File: src/rtl/core/trtm_pkg.sv
`timescale 1ns / 1ps
// ----------------------------------------------------------------------------
// trtm_pkg
// Shared types, constants and helpers of the raw-to-temperature mean core.
// ----------------------------------------------------------------------------
package trtm_pkg;

	localparam int W          = 48;
	localparam int CNT_W      = 21;
	localparam int TEMP_W     = 19;
	localparam int MAX_PIXELS = 1048576;
	localparam int STEP_W     = 6;
	localparam int DEN_STEPS  = 4;
	localparam int QDIV_STEPS = 47;
	localparam int DIV_STEPS  = 64;
	localparam int SQR_STEPS  = 24;
	localparam int KELVIN_CENTI = 27315;

	localparam logic signed [TEMP_W-1:0] TEMP_LOW  = -19'sd27315;
	localparam logic signed [TEMP_W-1:0] TEMP_HIGH = 19'sd200000;
	localparam logic [31:0] LN2_Q32 = 32'hB17217F8;

	typedef enum logic [2:0] {
		REG_GAIN, REG_OFFSET, REG_R1, REG_R2, REG_B, REG_O, REG_F
	} reg_idx_t;

	typedef enum logic [4:0] {
		ST_IDLE, ST_GAIN, ST_ADJ, ST_CHECK, ST_DEN, ST_QLD, ST_QDIV, ST_ARG,
		ST_NORM, ST_SQR, ST_LN, ST_TLD, ST_TDIV, ST_TEMP, ST_ACC, ST_MLD,
		ST_MDIV, ST_EMIT
	} ctrl_state_t;

	typedef enum logic [4:0] {
		OP_NONE, OP_LOAD, OP_GAIN, OP_ADJ, OP_DEN, OP_QLD, OP_STEP, OP_ARG,
		OP_NORM, OP_MANT, OP_SQR, OP_LN, OP_TLD, OP_TEMP, OP_BAD, OP_ACC,
		OP_MLD, OP_EMIT
	} dp_op_t;

	typedef struct packed {
		dp_op_t     op;
		logic [1:0] idx;
	} dp_cmd_t;

	typedef struct packed {
		logic last;
		logic full;
		logic zero_div;
		logic arg_bad;
		logic norm_done;
		logic ln_zero;
		logic out_busy;
	} dp_stat_t;

	function automatic logic signed [65:0] sx66(input logic [W-1:0] v);
		sx66 = $signed({{18{v[W-1]}}, v});
	endfunction

	function automatic logic signed [W-1:0] sat48(input logic signed [65:0] v);
		logic signed [65:0] hi;
		logic signed [65:0] lo;
		hi = 66'sh7FFFFFFFFFFF;
		lo = -66'sh800000000000;
		if (v > hi) sat48 = hi[W-1:0];
		else if (v < lo) sat48 = lo[W-1:0];
		else sat48 = v[W-1:0];
	endfunction

	function automatic logic [W-1:0] mag48(input logic [W-1:0] v);
		mag48 = v[W-1] ? (~v + 1'b1) : v;
	endfunction

endpackage

File: src/rtl/core/trtm_ctrl.sv
`timescale 1ns / 1ps
// ----------------------------------------------------------------------------
// trtm_ctrl
// Sequencer: steps the datapath through one pixel and the frame mean.
// ----------------------------------------------------------------------------
module trtm_ctrl
	import trtm_pkg::*;
(
	input  logic     clk,
	input  logic     arst_n,
	input  logic     in_valid,
	output logic     in_stall,
	input  dp_stat_t stat,
	output dp_cmd_t  cmd
);
	ctrl_state_t state_q, state_d;
	logic [STEP_W-1:0] cnt_q, cnt_d;

	always_ff @(posedge clk or negedge arst_n) begin
		if (!arst_n) begin
			state_q <= ST_IDLE;
			cnt_q   <= '0;
		end else begin
			state_q <= state_d;
			cnt_q   <= cnt_d;
		end
	end

	always_comb begin
		state_d  = state_q;
		cnt_d    = cnt_q + 1'b1;
		cmd.op   = OP_NONE;
		cmd.idx  = cnt_q[1:0];
		in_stall = 1'b1;
		case (state_q)
			ST_IDLE: begin
				in_stall = 1'b0;
				if (in_valid) begin
					cmd.op  = OP_LOAD;
					state_d = ST_GAIN;
				end
			end
			ST_GAIN: begin
				if (stat.full) state_d = stat.last ? ST_MLD : ST_IDLE;
				else begin
					cmd.op  = OP_GAIN;
					state_d = ST_ADJ;
				end
			end
			ST_ADJ: begin
				cmd.op  = OP_ADJ;
				state_d = ST_CHECK;
			end
			ST_CHECK: begin
				cnt_d = '0;
				if (stat.zero_div) begin
					cmd.op  = OP_BAD;
					state_d = ST_ACC;
				end else state_d = ST_DEN;
			end
			ST_DEN: begin
				cmd.op = OP_DEN;
				if (cnt_q == STEP_W'(DEN_STEPS - 1)) state_d = ST_QLD;
			end
			ST_QLD: begin
				cmd.op  = OP_QLD;
				cnt_d   = '0;
				state_d = ST_QDIV;
			end
			ST_QDIV: begin
				cmd.op = OP_STEP;
				if (cnt_q == STEP_W'(QDIV_STEPS - 1)) state_d = ST_ARG;
			end
			ST_ARG: begin
				cmd.op  = OP_ARG;
				state_d = ST_NORM;
			end
			ST_NORM: begin
				cnt_d = '0;
				if (stat.arg_bad) begin
					cmd.op  = OP_BAD;
					state_d = ST_ACC;
				end else if (stat.norm_done) begin
					cmd.op  = OP_MANT;
					state_d = ST_SQR;
				end else cmd.op = OP_NORM;
			end
			ST_SQR: begin
				cmd.op = OP_SQR;
				if (cnt_q == STEP_W'(SQR_STEPS - 1)) state_d = ST_LN;
			end
			ST_LN: begin
				cmd.op  = OP_LN;
				state_d = ST_TLD;
			end
			ST_TLD: begin
				cnt_d = '0;
				if (stat.ln_zero) state_d = ST_TEMP;
				else begin
					cmd.op  = OP_TLD;
					state_d = ST_TDIV;
				end
			end
			ST_TDIV: begin
				cmd.op = OP_STEP;
				if (cnt_q == STEP_W'(DIV_STEPS - 1)) state_d = ST_TEMP;
			end
			ST_TEMP: begin
				cmd.op  = OP_TEMP;
				state_d = ST_ACC;
			end
			ST_ACC: begin
				cmd.op  = OP_ACC;
				state_d = stat.last ? ST_MLD : ST_IDLE;
			end
			ST_MLD: begin
				cmd.op  = OP_MLD;
				cnt_d   = '0;
				state_d = ST_MDIV;
			end
			ST_MDIV: begin
				cmd.op = OP_STEP;
				if (cnt_q == STEP_W'(DIV_STEPS - 1)) state_d = ST_EMIT;
			end
			ST_EMIT: begin
				// hold the mean until the output register can take it
				if (!stat.out_busy) begin
					cmd.op  = OP_EMIT;
					state_d = ST_IDLE;
				end
			end
			default: state_d = ST_IDLE;
		endcase
	end
endmodule

File: config.mk
export PLATFORM = sky130hd
export DESIGN_NAME = trtm_ctrl
export DESIGN_NICKNAME = d
export VERILOG_FILES = /design/src/rtl/core/trtm_pkg.sv /design/src/rtl/core/trtm_ctrl.sv
export SDC_FILE = /design/constraint.sdc
export NUM_CORES = 1
export LEC_CHECK = 0
export BUFFER_PORTS_ARGS = -buffer_cell sky130_fd_sc_hd__buf_2
export CORE_ASPECT_RATIO = 0.75
export CORE_MARGIN = 5
export CORE_UTILIZATION = 40
export CTS_CLUSTER_DIAMETER = 100
export DETAILED_ROUTE_END_ITERATION = 6
export GPL_TIMING_DRIVEN = 0
export SLEW_MARGIN = 30
export SYNTH_ARGS = -nofsm -noshare
export SYNTH_HDL_FRONTEND = slang
export SYNTH_SLANG_ARGS = --single-unit
File: constraint.sdc
create_clock -name clk -period 1.7 [get_ports clk]
set_input_delay 0.255 -clock clk [delete_from_list [all_inputs] [get_ports clk]]
set_output_delay 0.255 -clock clk [all_outputs]
set_load 0.05 [all_outputs]
Yosys cells after proc, flatten, opt, wreduce, memory -nomap -nowiden
Cells that the tools add are included.
Word-level totals
  logic and storage cells: 60
  register bits: 11
  input port bits: 10
Cells by class
  add/sub/neg operators: 1
  eq/ne operators: 29
  reduce and logical (&&, ||, !) cells: 4
  multiplexer cells: 24
Operators by type and width (count)
  case mux 5 bit (18 select lines): 1
  case mux 5 bit (16 select lines): 1
  two-way mux 5 bit: 10
  equality test 5 x 4 -> 1 bit (second input constant): 8
  equality test 5 x 3 -> 1 bit (second input constant): 4
  two-way mux 4 bit: 5
  inequality test 2 bit (second input constant): 7
  equality test 6 bit (second input constant): 2
  equality test 5 x 2 -> 1 bit (second input constant): 2
  equality test 5 bit (second input constant): 2
  AND reduction 8 bit: 1
  adder 6 x 1 -> 6 bit (second input constant): 1
  equality test 6 x 2 -> 1 bit (second input constant): 1
  equality test 6 x 5 -> 1 bit (second input constant): 1
  two-way mux 6 bit: 1
  equality test 5 x 1 -> 1 bit (second input constant): 1
  zero test 5 bit: 1
  OR reduction 5 bit: 1
  two-way mux 1 bit: 4
  two-way mux 3 bit: 1
  inequality test 3 bit (second input constant): 1
  OR reduction 3 bit: 1
  two-way mux 2 bit: 1

Depth between registers and ports, before layout
Gate-level depths: netlist (run 1).
  depth in word-level cells: 3
  gate-level depth with buffers: 7

Worst setup path before layout (run 1)
Ideal clock, no wire load.
  path type: register to output
  start: register state_q[3]
  end: output cmd[2] in the netlist's numbering
  buffers on the path: 2
  stages on the path, launching flop included: 6
  arrival: 2244 ps
  path slack: -799 ps
  data required time: 1445 ps
  path through: dfrtp_1 -> buf_2 -> buf_2 -> nor4b_1 -> a21oi_1 -> o32ai_1
RTL lines
  start: declaration: line trtm_ctrl.sv:16  | ctrl_state_t state_q, state_d;
  start signal: assignment: line trtm_ctrl.sv:24  | state_q <= state_d;
  end: declaration: line trtm_ctrl.sv:14  | output dp_cmd_t cmd

==> reports/metrics.cfg, run 1 <==
[outcome]
status = finished with violations
violations = negative setup slack

[synth]
yosys_warnings = 0
synth_compound_area_frac = 0.225
synth_top_family_by_area = simple AND/OR/NAND/NOR gates
syn-cell-area_um2 = 1040
synth_nets = 153
muxShareOfSynthArea = 0
synthAdderAreaFrac = 0.0241
synth-simple-area-share = 0.375
ys_seq_elements = 11
synthArstFlopShare = 1.00
synth-edff-count = 0
ys_seq_area_frac = 0.265
synth_xor_area_frac = 0.0422
avgSynthCellArea_um2 = 7.37
synthCells = 141
ys.flop_type = dfrtp_1
yosys.cell_types.count = 42

[sta]
rsz0062_at_grt = yes
slew_viol_final = 0
slew_headroom = 0.762
fin_ws_ns = -0.424
fmax_mhz = 471
setup-violations-final = 9
worst_pin_slew_ns = 0.355
min_period_ns = 2.12
period_share = 1.25
clock_skew_ns = 0.00357
holdWs_ns = 0.381
hold_viol = 0

[cells_and_area]
layout_common_cells = buf_4 (17), nor2_1 (16), nand2_1 (13), buf_2 (13), o21ai_0 (9)
final_nets = 189
instances_no_fill = 212
drive_gt1_frac = 0.369
fillCellCount = 234
final_common_cell = buf_4
antenna_cells = 0
syn2layout_area_growth_pct = 41.3

[route]
wl_per_cell_um = 16.0
routed_via_density = 5.66
via_count = 1200
drtPass1Iterations = 4
routed_wl_um = 3400
drc_errors = 0
dr.first_iter.drc_count = 87
detail-route-antenna-nets = 0

[critical_path]
end_kind = output pin
cp_slowest_cell = or3b_4
cp-start-kind = flop
cp_num_buf_inv = 3
worst_r2r_path_depth = 7
crit_fanout = 6
required_ns = 1.44
path_cells = clkbuf_8, or3b_4, buf_4, o32a_1, nor2_4, buf_8
critPathMaxStageDelay_ns = 0.38
regToRegSetupSlack_ns = -0.10
critPathArrivalTime_ns = 1.87
path_depth = 6
cp_top_family = simple AND/OR/NAND/NOR gates
crit_type = reg -> out

[hold_path]
hold_path.class = in -> async

[power_and_ir_drop]
ir_worst_vdd_mv = 0.343
power.density_nw_per_um2 = 476
p_total_uw = 698
p_leak_nw = 0.619

[cts]
path_clk_slew_ns = 0.07
cts.path.max_buffers = 2
h-tree-depth = 1
clk_latency_ns = 0.27
cts_made_buffers = 3
tritoncts = built
root_buffer = clkbuf_4
clock_sinks = 11

[placed_design]
port_buffers = 17
gp_congestion = 0.912
hpwl_um = 2330
dp.cells = 194
pre_cts_slack_ns = -0.297

[global_route]
overflow = 0
antenna_found_initial = 0
grt_max_degree = 12
grt.total_usage = 0.203
grt_pass1_wl_um = 5520
grt_pass1_vias = 1195

[job]
maxCapViolations = 0

[floorplanning]
core_area_um2 = 2540
dieWidth_um = 68.8
die_area_um2 = 3730
num_rows = 16
pin_count = 18
initial_core_util = 0.408
die_y_um = 54.1

per-layer routing:
metal / GRT usage / part of all wire / up-vias
met2: 0.322 / 0.44 / 68
met4: 0.0453 / 0.0074 / 0
li1: - / - / 575
met1: 0.277 / 0.44 / 551
met3: 0.0522 / 0.11 / 6
met5: 0 / 0 / -
cell type report:
class                   count  area [um2]  share of cell area
plain buffers              10        93.8              0.0639
clock buffers               4        26.3              0.0179
well taps                  36        45.0              0.0307
multi-input cells         116         783               0.534
inverters                   3        11.3             0.00767
flip-flops and latches     11         279               0.190
repair buffers             32         229               0.156
sequential cells by signal, indices dropped and copies added, names as in the netlist:
| register | count |
|---|---|
| cnt_q | 6 |
| state_q | 5 |
worst reg2reg max path, delay by kind of cell, from the launching register on:
family | cells | cell delay [ns]
DFF | 1 | 0.39
AOI/OAI and AO/OA | 2 | 0.56
buffers and inverters | 2 | 0.28
and+or+nand+nor | 3 | 0.46
final timing paths:
check                                       startpoint                      to
max in group asynchronous                       arst_n  state_q[1]$_DFFE_PN0P_
min in group clk                               stat[0]  state_q[0]$_DFFE_PN0P_
worst min register to register      cnt_q[5]$_DFF_PN0_      cnt_q[5]$_DFF_PN0_
worst max register to register  state_q[2]$_DFFE_PN0P_  state_q[4]$_DFFE_PN0P_
worst max-delay path            state_q[4]$_DFFE_PN0P_                  cmd[6]
worst min-delay path                            arst_n      cnt_q[3]$_DFF_PN0_
stage by stage:
step           instance area, um2   util  TNS [ns]
2_1_floorplan                1090      -    -0.409
4_1_cts                      1420  0.559     -1.51
5_1_grt                      1470  0.577     -2.66
6_report                     1470  0.577     -2.05
3_5_place_dp                 1220  0.480     -1.04
3_3_place_gp                 1220  0.480    -0.873
synth_stat cells (all sizes together), types with 3 or more instances:
cell / number / area share
a21oi: 6 / 0.029
a31oi: 5 / 0.030
buf: 8 / 0.046
clkbuf: 3 / 0.012
dfrtp: 11 / 0.27
inv: 3 / 0.011
nand2: 13 / 0.047
nand3: 6 / 0.034
nand3b: 3 / 0.022
nand4: 3 / 0.018
nor2: 19 / 0.069
nor2b: 11 / 0.066
nor3: 4 / 0.019
o21ai: 13 / 0.063
xnor2: 3 / 0.025
what timing repair did:
action / in CTS / in global routing
cloned: 0 / 1
hold buffers: 1 / 0
setup buffers: 11 / 2
endpoints found under the setup margin: 7 / 16
pin swaps: 4 / 5
hold endpoints to repair: 11 / 0
gates resized for setup: 26 / 12
cell families (layout without fill, tap and decap cells):
kind of cell             count (synthesis)  in the layout
buffers and inverters                   14             49
adder cells (fa/ha/maj)                  2              2
AO/OA/AOI/OAI                           37             37
XOR/XNOR                                 5              5
AND/OR/NAND/NOR                         72             72
flip-flops                              11             11
where the power goes:
part	total (mW)	internal, mW	switching (mW)
registers	0.276	0.268	0.00840
clock network	0.179	0.0910	0.0880
logic	0.243	0.0962	0.147
total	0.698	0.455	0.244
Power figures use the tool's default switching activity.
==> run 2: changes to the inputs <==
--- a/config.mk
+++ b/config.mk
@@ -5,12 +5,12 @@
 export SDC_FILE = /design/constraint.sdc
 export NUM_CORES = 1
 export LEC_CHECK = 0
-export BUFFER_PORTS_ARGS = -buffer_cell sky130_fd_sc_hd__buf_2
-export CORE_ASPECT_RATIO = 0.75
+export CORE_ASPECT_RATIO = 1.4
 export CORE_MARGIN = 5
 export CORE_UTILIZATION = 40
 export CTS_CLUSTER_DIAMETER = 100
 export DETAILED_ROUTE_END_ITERATION = 6
+export DONT_BUFFER_PORTS = 1
 export GPL_TIMING_DRIVEN = 0
 export SLEW_MARGIN = 30
 export SYNTH_ARGS = -nofsm -noshare
==> reports/metrics.cfg, run 2 (same netlist as run 1, synthesis figures left out) <==
[critical_path]
cp-start-kind = flop
regToRegSetupSlack_ns = -0.15  ; -0.05 ns
crit_type = reg -> out
cp_slowest_cell = dfrtp_1
path_cells = buf_6, nor2b_4, a22oi_2, or3_4, o21a_1, o211ai_1, buf_4
critPathArrivalTime_ns = 1.87  ; about the same
end_kind = output pin
rr_startpoint = state_q[2]$_DFFE_PN0P_
required_ns = 1.44  ; about the same
worst_r2r_path_depth = 8  ; +1
crit_fanout = 3  ; -3
r2r_end = state_q[4]$_DFFE_PN0P_
critPathMaxStageDelay_ns = 0.39  ; about the same

[floorplanning]
num_rows = 22  ; +6
die_y_um = 70.3  ; +30%
die_area_um2 = 3730  ; +0.11%
dieWidth_um = 53.1  ; -23%
initial_core_util = 0.406  ; -0.00280
pin_count = 18  ; unchanged
core_area_um2 = 2560  ; +0.69%

[sta]
slew_headroom = 0.615  ; -0.147
finalSetupTns_ns = -2.25  ; -0.200 ns
worst_pin_slew_ns = 0.581  ; +0.225 ns
setup-violations-final = 7  ; -2
fin_ws_ns = -0.427  ; -0.00297 ns
fmax_mhz = 470  ; -0.14%
min_period_ns = 2.13  ; +0.00297 ns
clock_skew_ns = 0.000973  ; -0.00259 ns
hold_viol = 0  ; unchanged
slew_viol_final = 0  ; unchanged
rsz0062_at_grt = yes
period_share = 1.25  ; +0.00175

[global_route]
grt_pass1_vias = 1160  ; -2.9%
overflow = 0  ; unchanged
grt.total_usage = 0.190  ; -0.0131
grt_pass1_wl_um = 5310  ; -3.9%
antenna_found_initial = 0  ; unchanged
grt_max_degree = 12  ; unchanged

[cells_and_area]
antenna_cells = 0  ; unchanged
layout_common_cells = nor2_1 (16), buf_4 (14), nand2_1 (12)
top_regs = cnt_q (6), state_q (5)
drive_gt1_frac = 0.346  ; -0.0234
largest_register_ffs = 6  ; unchanged
final_common_cell = nor2_1
regArea_um2 = 279  ; unchanged
syn2layout_area_growth_pct = 38.4
multi_input_area_um2 = 835  ; +6.5%
finalInstanceArea_um2 = 1440  ; -2.0%
top_register = cnt_q
final_nets = 172  ; -9.0%
fillCellCount = 235  ; +0.43%
instances_no_fill = 195  ; -8.0%

[cts]
h-tree-depth = 1  ; unchanged
cts_made_buffers = 3  ; unchanged
root_buffer = clkbuf_4
cts.path.max_buffers = 2  ; unchanged
path_clk_slew_ns = 0.06  ; about the same
tritoncts = built
clock_sinks = 11  ; unchanged
clk_latency_ns = 0.26  ; about the same

[outcome]
violations = negative setup slack
status = finished with violations

[route]
detail-route-antenna-nets = 0  ; unchanged
routed_wl_um = 3280  ; -3.5%
dr.first_iter.drc_count = 64  ; -26%
highest_layer = met4
routed_via_density = 6.07  ; +7.3%
dr_wl_met3_um = 247  ; -33%
wl_per_cell_um = 16.8  ; +4.9%
met2WireLength_um = 1700  ; +13%
drtPass1Iterations = 4  ; unchanged
via_count = 1184  ; -1.3%
m1WireLength_um = 1190  ; -21%
drc_errors = 0  ; unchanged

[placed_design]
port_buffers = 0  ; -17
dp.cells = 178  ; -8.2%
postPlaceCellArea_um2 = 1140  ; -6.4%
pre_cts_slack_ns = -0.358  ; -0.0609 ns
hpwl_um = 2200  ; -5.5%
gp_congestion = 0.903  ; -0.98%

[hold_path]
hold_path.class = in -> reg
min_to = state_q[2]$_DFFE_PN0P_
hold_depth = 3
hold_start = stat[6]

[power_and_ir_drop]
p_leak_nw = 0.575  ; -7.1%
ir_worst_vdd_mv = 0.402  ; +17%
power.density_nw_per_um2 = 479  ; +0.59%
p_total_uw = 688  ; -1.5%

[job]
maxCapViolations = 0  ; unchanged

-- run 2: repair_timing --
| action | in CTS | in global routing |
|---|---|---|
| buffers inserted | 11 | 1 |
| pin swaps | 8 | 10 |
| hold endpoints to repair | 11 | 0 |
| setup endpoints to repair | 8 | 15 |
| resized for setup | 27 | 14 |
| hold buffers | 1 | 0 |
-- run 2: worst max-delay path by stage --
stage / from / end / slack [ns] / depth (start not counted)
2_1_floorplan: state_q[2]$_DFFE_PN0P_ / cmd[4] / -0.15 / 6
3_3_place_gp: state_q[1]$_DFFE_PN0P_ / cmd[3] / -0.35 / 6
3_5_place_dp: state_q[1]$_DFFE_PN0P_ / cmd[3] / -0.36 / 6
4_1_cts: state_q[2]$_DFFE_PN0P_ / cmd[4] / -0.38 / 7
5_1_grt: state_q[2]$_DFFE_PN0P_ / cmd[4] / -0.51 / 7
6_report: state_q[2]$_DFFE_PN0P_ / cmd[4] / -0.43 / 7
-- run 2: where the power goes --
group / internal, mW / switching, mW
Clock: 0.0907 / 0.0809
Combinational: 0.0944 / 0.146
Sequential: 0.268 / 0.00823
Total: 0.453 / 0.235
-- run 2: worst max-delay path: cells and delay by family (launching register included) --
kind            cells  cell delay, ns
compound gates      3            0.32
buf+inv             2            0.37
flops               1            0.39
simple gates        2            0.53
-- run 2: cell type report --
class	instances	area share
Clock buffer	4	0.0183
Timing Repair Buffer	14	0.0888
Tap cell	36	0.0313
Multi-Input combinational cell	116	0.581
Inverter	3	0.00783
Sequential cell	11	0.194
Buffer	11	0.0792
-- run 2: metrics by stage --
step / hold WS, ns / util
after floorplan: -0.0406 / -
after global placement: -0.0402 / 0.444
after detailed placement: -0.0402 / 0.447
after CTS: 0.310 / 0.539
after global routing: 0.346 / 0.562
final: 0.335 / 0.562
-- run 2: per-layer routing --
metal	vias to the layer above	global-route usage
li1	543	-
met1	549	0.198
met2	75	0.325
met3	17	0.0299
met4	0	0.139
met5	-	0
==> run 3: changes to the inputs <==
--- a/config.mk
+++ b/config.mk
@@ -5,6 +5,7 @@
 export SDC_FILE = /design/constraint.sdc
 export NUM_CORES = 1
 export LEC_CHECK = 0
+export ABC_AREA = 1
 export CORE_ASPECT_RATIO = 1.4
 export CORE_MARGIN = 5
 export CORE_UTILIZATION = 40
==> reports/metrics.cfg, run 3 <==
[outcome]
status = finished with violations
violations = negative setup slack

[placed_design]
port_buffers = 0  ; unchanged
gp_congestion = 0.885  ; -2.0%
hpwl_um = 2450  ; +11%
postPlaceCellArea_um2 = 1180  ; +3.1%

[cells_and_area]
finalInstanceArea_um2 = 1560  ; +8.4%
drive_gt1_frac = 0.380  ; +0.0337
multi_input_area_um2 = 871  ; +4.3%
syn2layout_area_growth_pct = 39.6
antenna_cells = 0  ; unchanged
layout_common_cells = nand2_1 (46), nor2_1 (26), inv_1 (22), buf_4 (22), nand4_1 (10)
regArea_um2 = 279  ; unchanged
top_regs = cnt_q (6), state_q (5)
final_nets = 229  ; +33%
largest_register_ffs = 6  ; unchanged
fillCellCount = 261  ; +11%
final_common_cell = nand2_1
top_register = cnt_q

[synth]
synth_top_area_cell = dfrtp_1
synth_common_cells = nand2_1 (54), nor2_1 (35), inv_1 (24)
synth_top_cell_area_share = 0.247  ; -0.0184
yosys.cell_types.count = 24  ; -43%
syn-cell-area_um2 = 1120  ; +7.5%
ys.flop_type = dfrtp_1
synth_area_leaders = dfrtp_1 (25%), nand2_1 (18%), nor2_1 (12%)
yosys_warnings = 0  ; unchanged
synth_nets = 202  ; +32%
synth.most_common_cell = nand2_1
synth-edff-count = 0  ; unchanged
synthCells = 190  ; +35%
synthArstFlopShare = 1.00  ; unchanged
ys_seq_area_frac = 0.247  ; -0.0184
ys_seq_elements = 11  ; unchanged
avgSynthCellArea_um2 = 5.87  ; -20%

[critical_path]
cp_slowest_cell = nand4_1
cp_top_family = simple AND/OR/NAND/NOR gates
cp-start-kind = flop
critPathMaxStageDelay_ns = 0.55  ; +0.16 ns
crit_type = reg -> out
end_kind = output pin
crit_fanout = 6  ; +3
required_ns = 1.44  ; about the same
cp_num_buf_inv = 2  ; unchanged
path_cells = inv_2, nand2_2, inv_2, nand3_2, nand2_2, nor3_2, nand4_1
critPathArrivalTime_ns = 1.88  ; about the same

[power_and_ir_drop]
ir_worst_vdd_mv = 0.309  ; -23%
p_leak_nw = 0.815  ; +42%
power_frac_comb = 0.027  ; -0.323
power.density_nw_per_um2 = 292  ; -39%
switching_power_uw = 103  ; -56%
internal_power_uw = 351  ; -22%
p_total_uw = 454  ; -34%
swShare = 0.226  ; -0.116
pwr-share-seq = 0.575  ; +0.174
pwr-share-clk = 0.397  ; +0.148

[floorplanning]
die_area_um2 = 3960  ; +6.2%
initial_core_util = 0.422  ; +0.0167
pin_count = 18  ; unchanged
dieWidth_um = 54.6  ; +3.0%
num_rows = 22  ; unchanged
die_y_um = 72.5  ; +3.1%
core_area_um2 = 2640  ; +3.2%

[global_route]
grt_pass1_vias = 1259  ; +8.5%
grt.total_usage = 0.181  ; -0.00891
antenna_found_initial = 0  ; unchanged
grt_pass1_wl_um = 5240  ; -1.3%
grt_max_degree = 12  ; unchanged
overflow = 0  ; unchanged

[route]
wl_per_cell_um = 13.5  ; -20%
drtPass1Iterations = 5  ; +1
routed_via_density = 5.23  ; -14%
dr.first_iter.drc_count = 40  ; -38%
via_count = 1319  ; +11%
routed_wl_um = 3390  ; +3.4%
drc_errors = 0  ; unchanged
detail-route-antenna-nets = 0  ; unchanged

[cts]
cts_made_buffers = 3  ; unchanged
clk_latency_ns = 0.27  ; about the same
h-tree-depth = 1  ; unchanged
root_buffer = clkbuf_4
path_clk_slew_ns = 0.08  ; +0.02 ns
tritoncts = built
cts.path.max_buffers = 2  ; unchanged
clock_sinks = 11  ; unchanged

[sta]
slew_viol_final = 0  ; unchanged
min_period_ns = 2.14  ; +0.0126 ns
period_share = 1.26  ; +0.00742
setup-violations-final = 5  ; -2
rsz0062_at_grt = yes
holdWs_ns = 0.276  ; -0.0596 ns
slew_headroom = 0.576  ; -0.0396
hold_viol = 0  ; unchanged
fin_ws_ns = -0.440  ; -0.0126 ns
clock_skew_ns = 0.00717  ; +0.00620 ns
finalSetupTns_ns = -1.28  ; +0.969 ns
worst_pin_slew_ns = 0.634  ; +0.0535 ns
fmax_mhz = 467  ; -0.59%

[hold_path]
hold_path.class = in -> reg

[job]
maxCapViolations = 0  ; unchanged

## run 3: cell count changes in the layout (fill, tap and decap cells not counted), sizes merged, moves of 4 or more
| cell | previous run | this run |
|---|---|---|
| a31oi | 5 | 0 |
| clkbuf | 7 | 3 |
| inv | 3 | 30 |
| nand2 | 13 | 54 |
| nand3 | 6 | 19 |
| nand4 | 3 | 10 |
| nor2 | 19 | 39 |
| nor2b | 11 | 0 |
| o21ai | 13 | 7 |
## run 3: tightest hold or removal path, delay by kind of cell
kind | cells | cell delay, ns
AND/OR/NAND/NOR | 4 | 0.26
## run 3: stage by stage
stage / setup WS (ns) / util / std cells
after floorplan: -0.0311 / - / 190
after global placement: -0.334 / 0.446 / 226
after detailed placement: -0.324 / 0.446 / 226
after CTS: -0.390 / 0.528 / 240
after global routing: -0.489 / 0.589 / 252
final: -0.440 / 0.589 / 252
## run 3: area by class of cell
cell class	instances	area share
multi-input cells	144	0.559
flip-flops and latches	11	0.179
repair buffers	22	0.116
inverters	32	0.0827
well taps	36	0.0289
plain buffers	3	0.0169
clock buffers	3	0.0145
clock inverters	1	0.00321
## run 3: per-layer routing
layer  vias to the layer above  routed length [um]  GRT usage
met5                         -                   0          0
met3                        13                 102     0.0329
met2                        36                1890      0.329
met1                       619                1270      0.174
li1                        651                   -          -
met4                         0                 129      0.116
## run 3: worst paths after layout
path                                   startpoint                endpoint  slack [ns]  cells after the start
setup / recovery           state_q[0]$_DFFE_PN0P_                  cmd[2]       -0.44                      7
hold / removal                            stat[3]  state_q[2]$_DFFE_PN0P_        0.28                      4
setup reg to reg           state_q[0]$_DFFE_PN0P_  state_q[1]$_DFFE_PN0P_        0.08                     11
hold reg to reg                cnt_q[0]$_DFF_PN0_      cnt_q[0]$_DFF_PN0_        0.53                      1
max in group asynchronous                  arst_n  state_q[1]$_DFFE_PN0P_        0.93                      1
min in group asynchronous                  arst_n  state_q[4]$_DFFE_PN0P_        0.39                      1
## run 3: power by group through the flow
stage | registers (mW) | clock network [mW] | logic, mW
5_1_grt | 0.261 | 0.207 | 0.0145
4_1_cts | 0.261 | 0.192 | 0.0123
3_5_place_dp | 0.267 | 0 | 0.00497
6_report | 0.261 | 0.180 | 0.0124
3_3_place_gp | 0.267 | 0 | 0.00480
2_1_floorplan | 0.267 | 0 | 0.00384
## run 3: logic make-up (layout without fill, tap and decap cells)
kind of cell	count (synthesis)	in the layout	synth area share
AND/OR/NAND/NOR	130	130	0.539
flip-flops	11	11	0.247
adder cells (fa/ha/maj)	2	2	0.0224
buffers and inverters	35	61	0.126
AO/OA/AOI/OAI	12	12	0.0661
## run 3: what timing repair did
item | in CTS | in global routing
hold buffers | 1 | 0
endpoints found under the setup margin | 5 | 5
hold endpoints to repair | 11 | 0
pin swaps | 7 | 15
gates resized for setup | 27 | 19
buffers inserted | 9 | 12
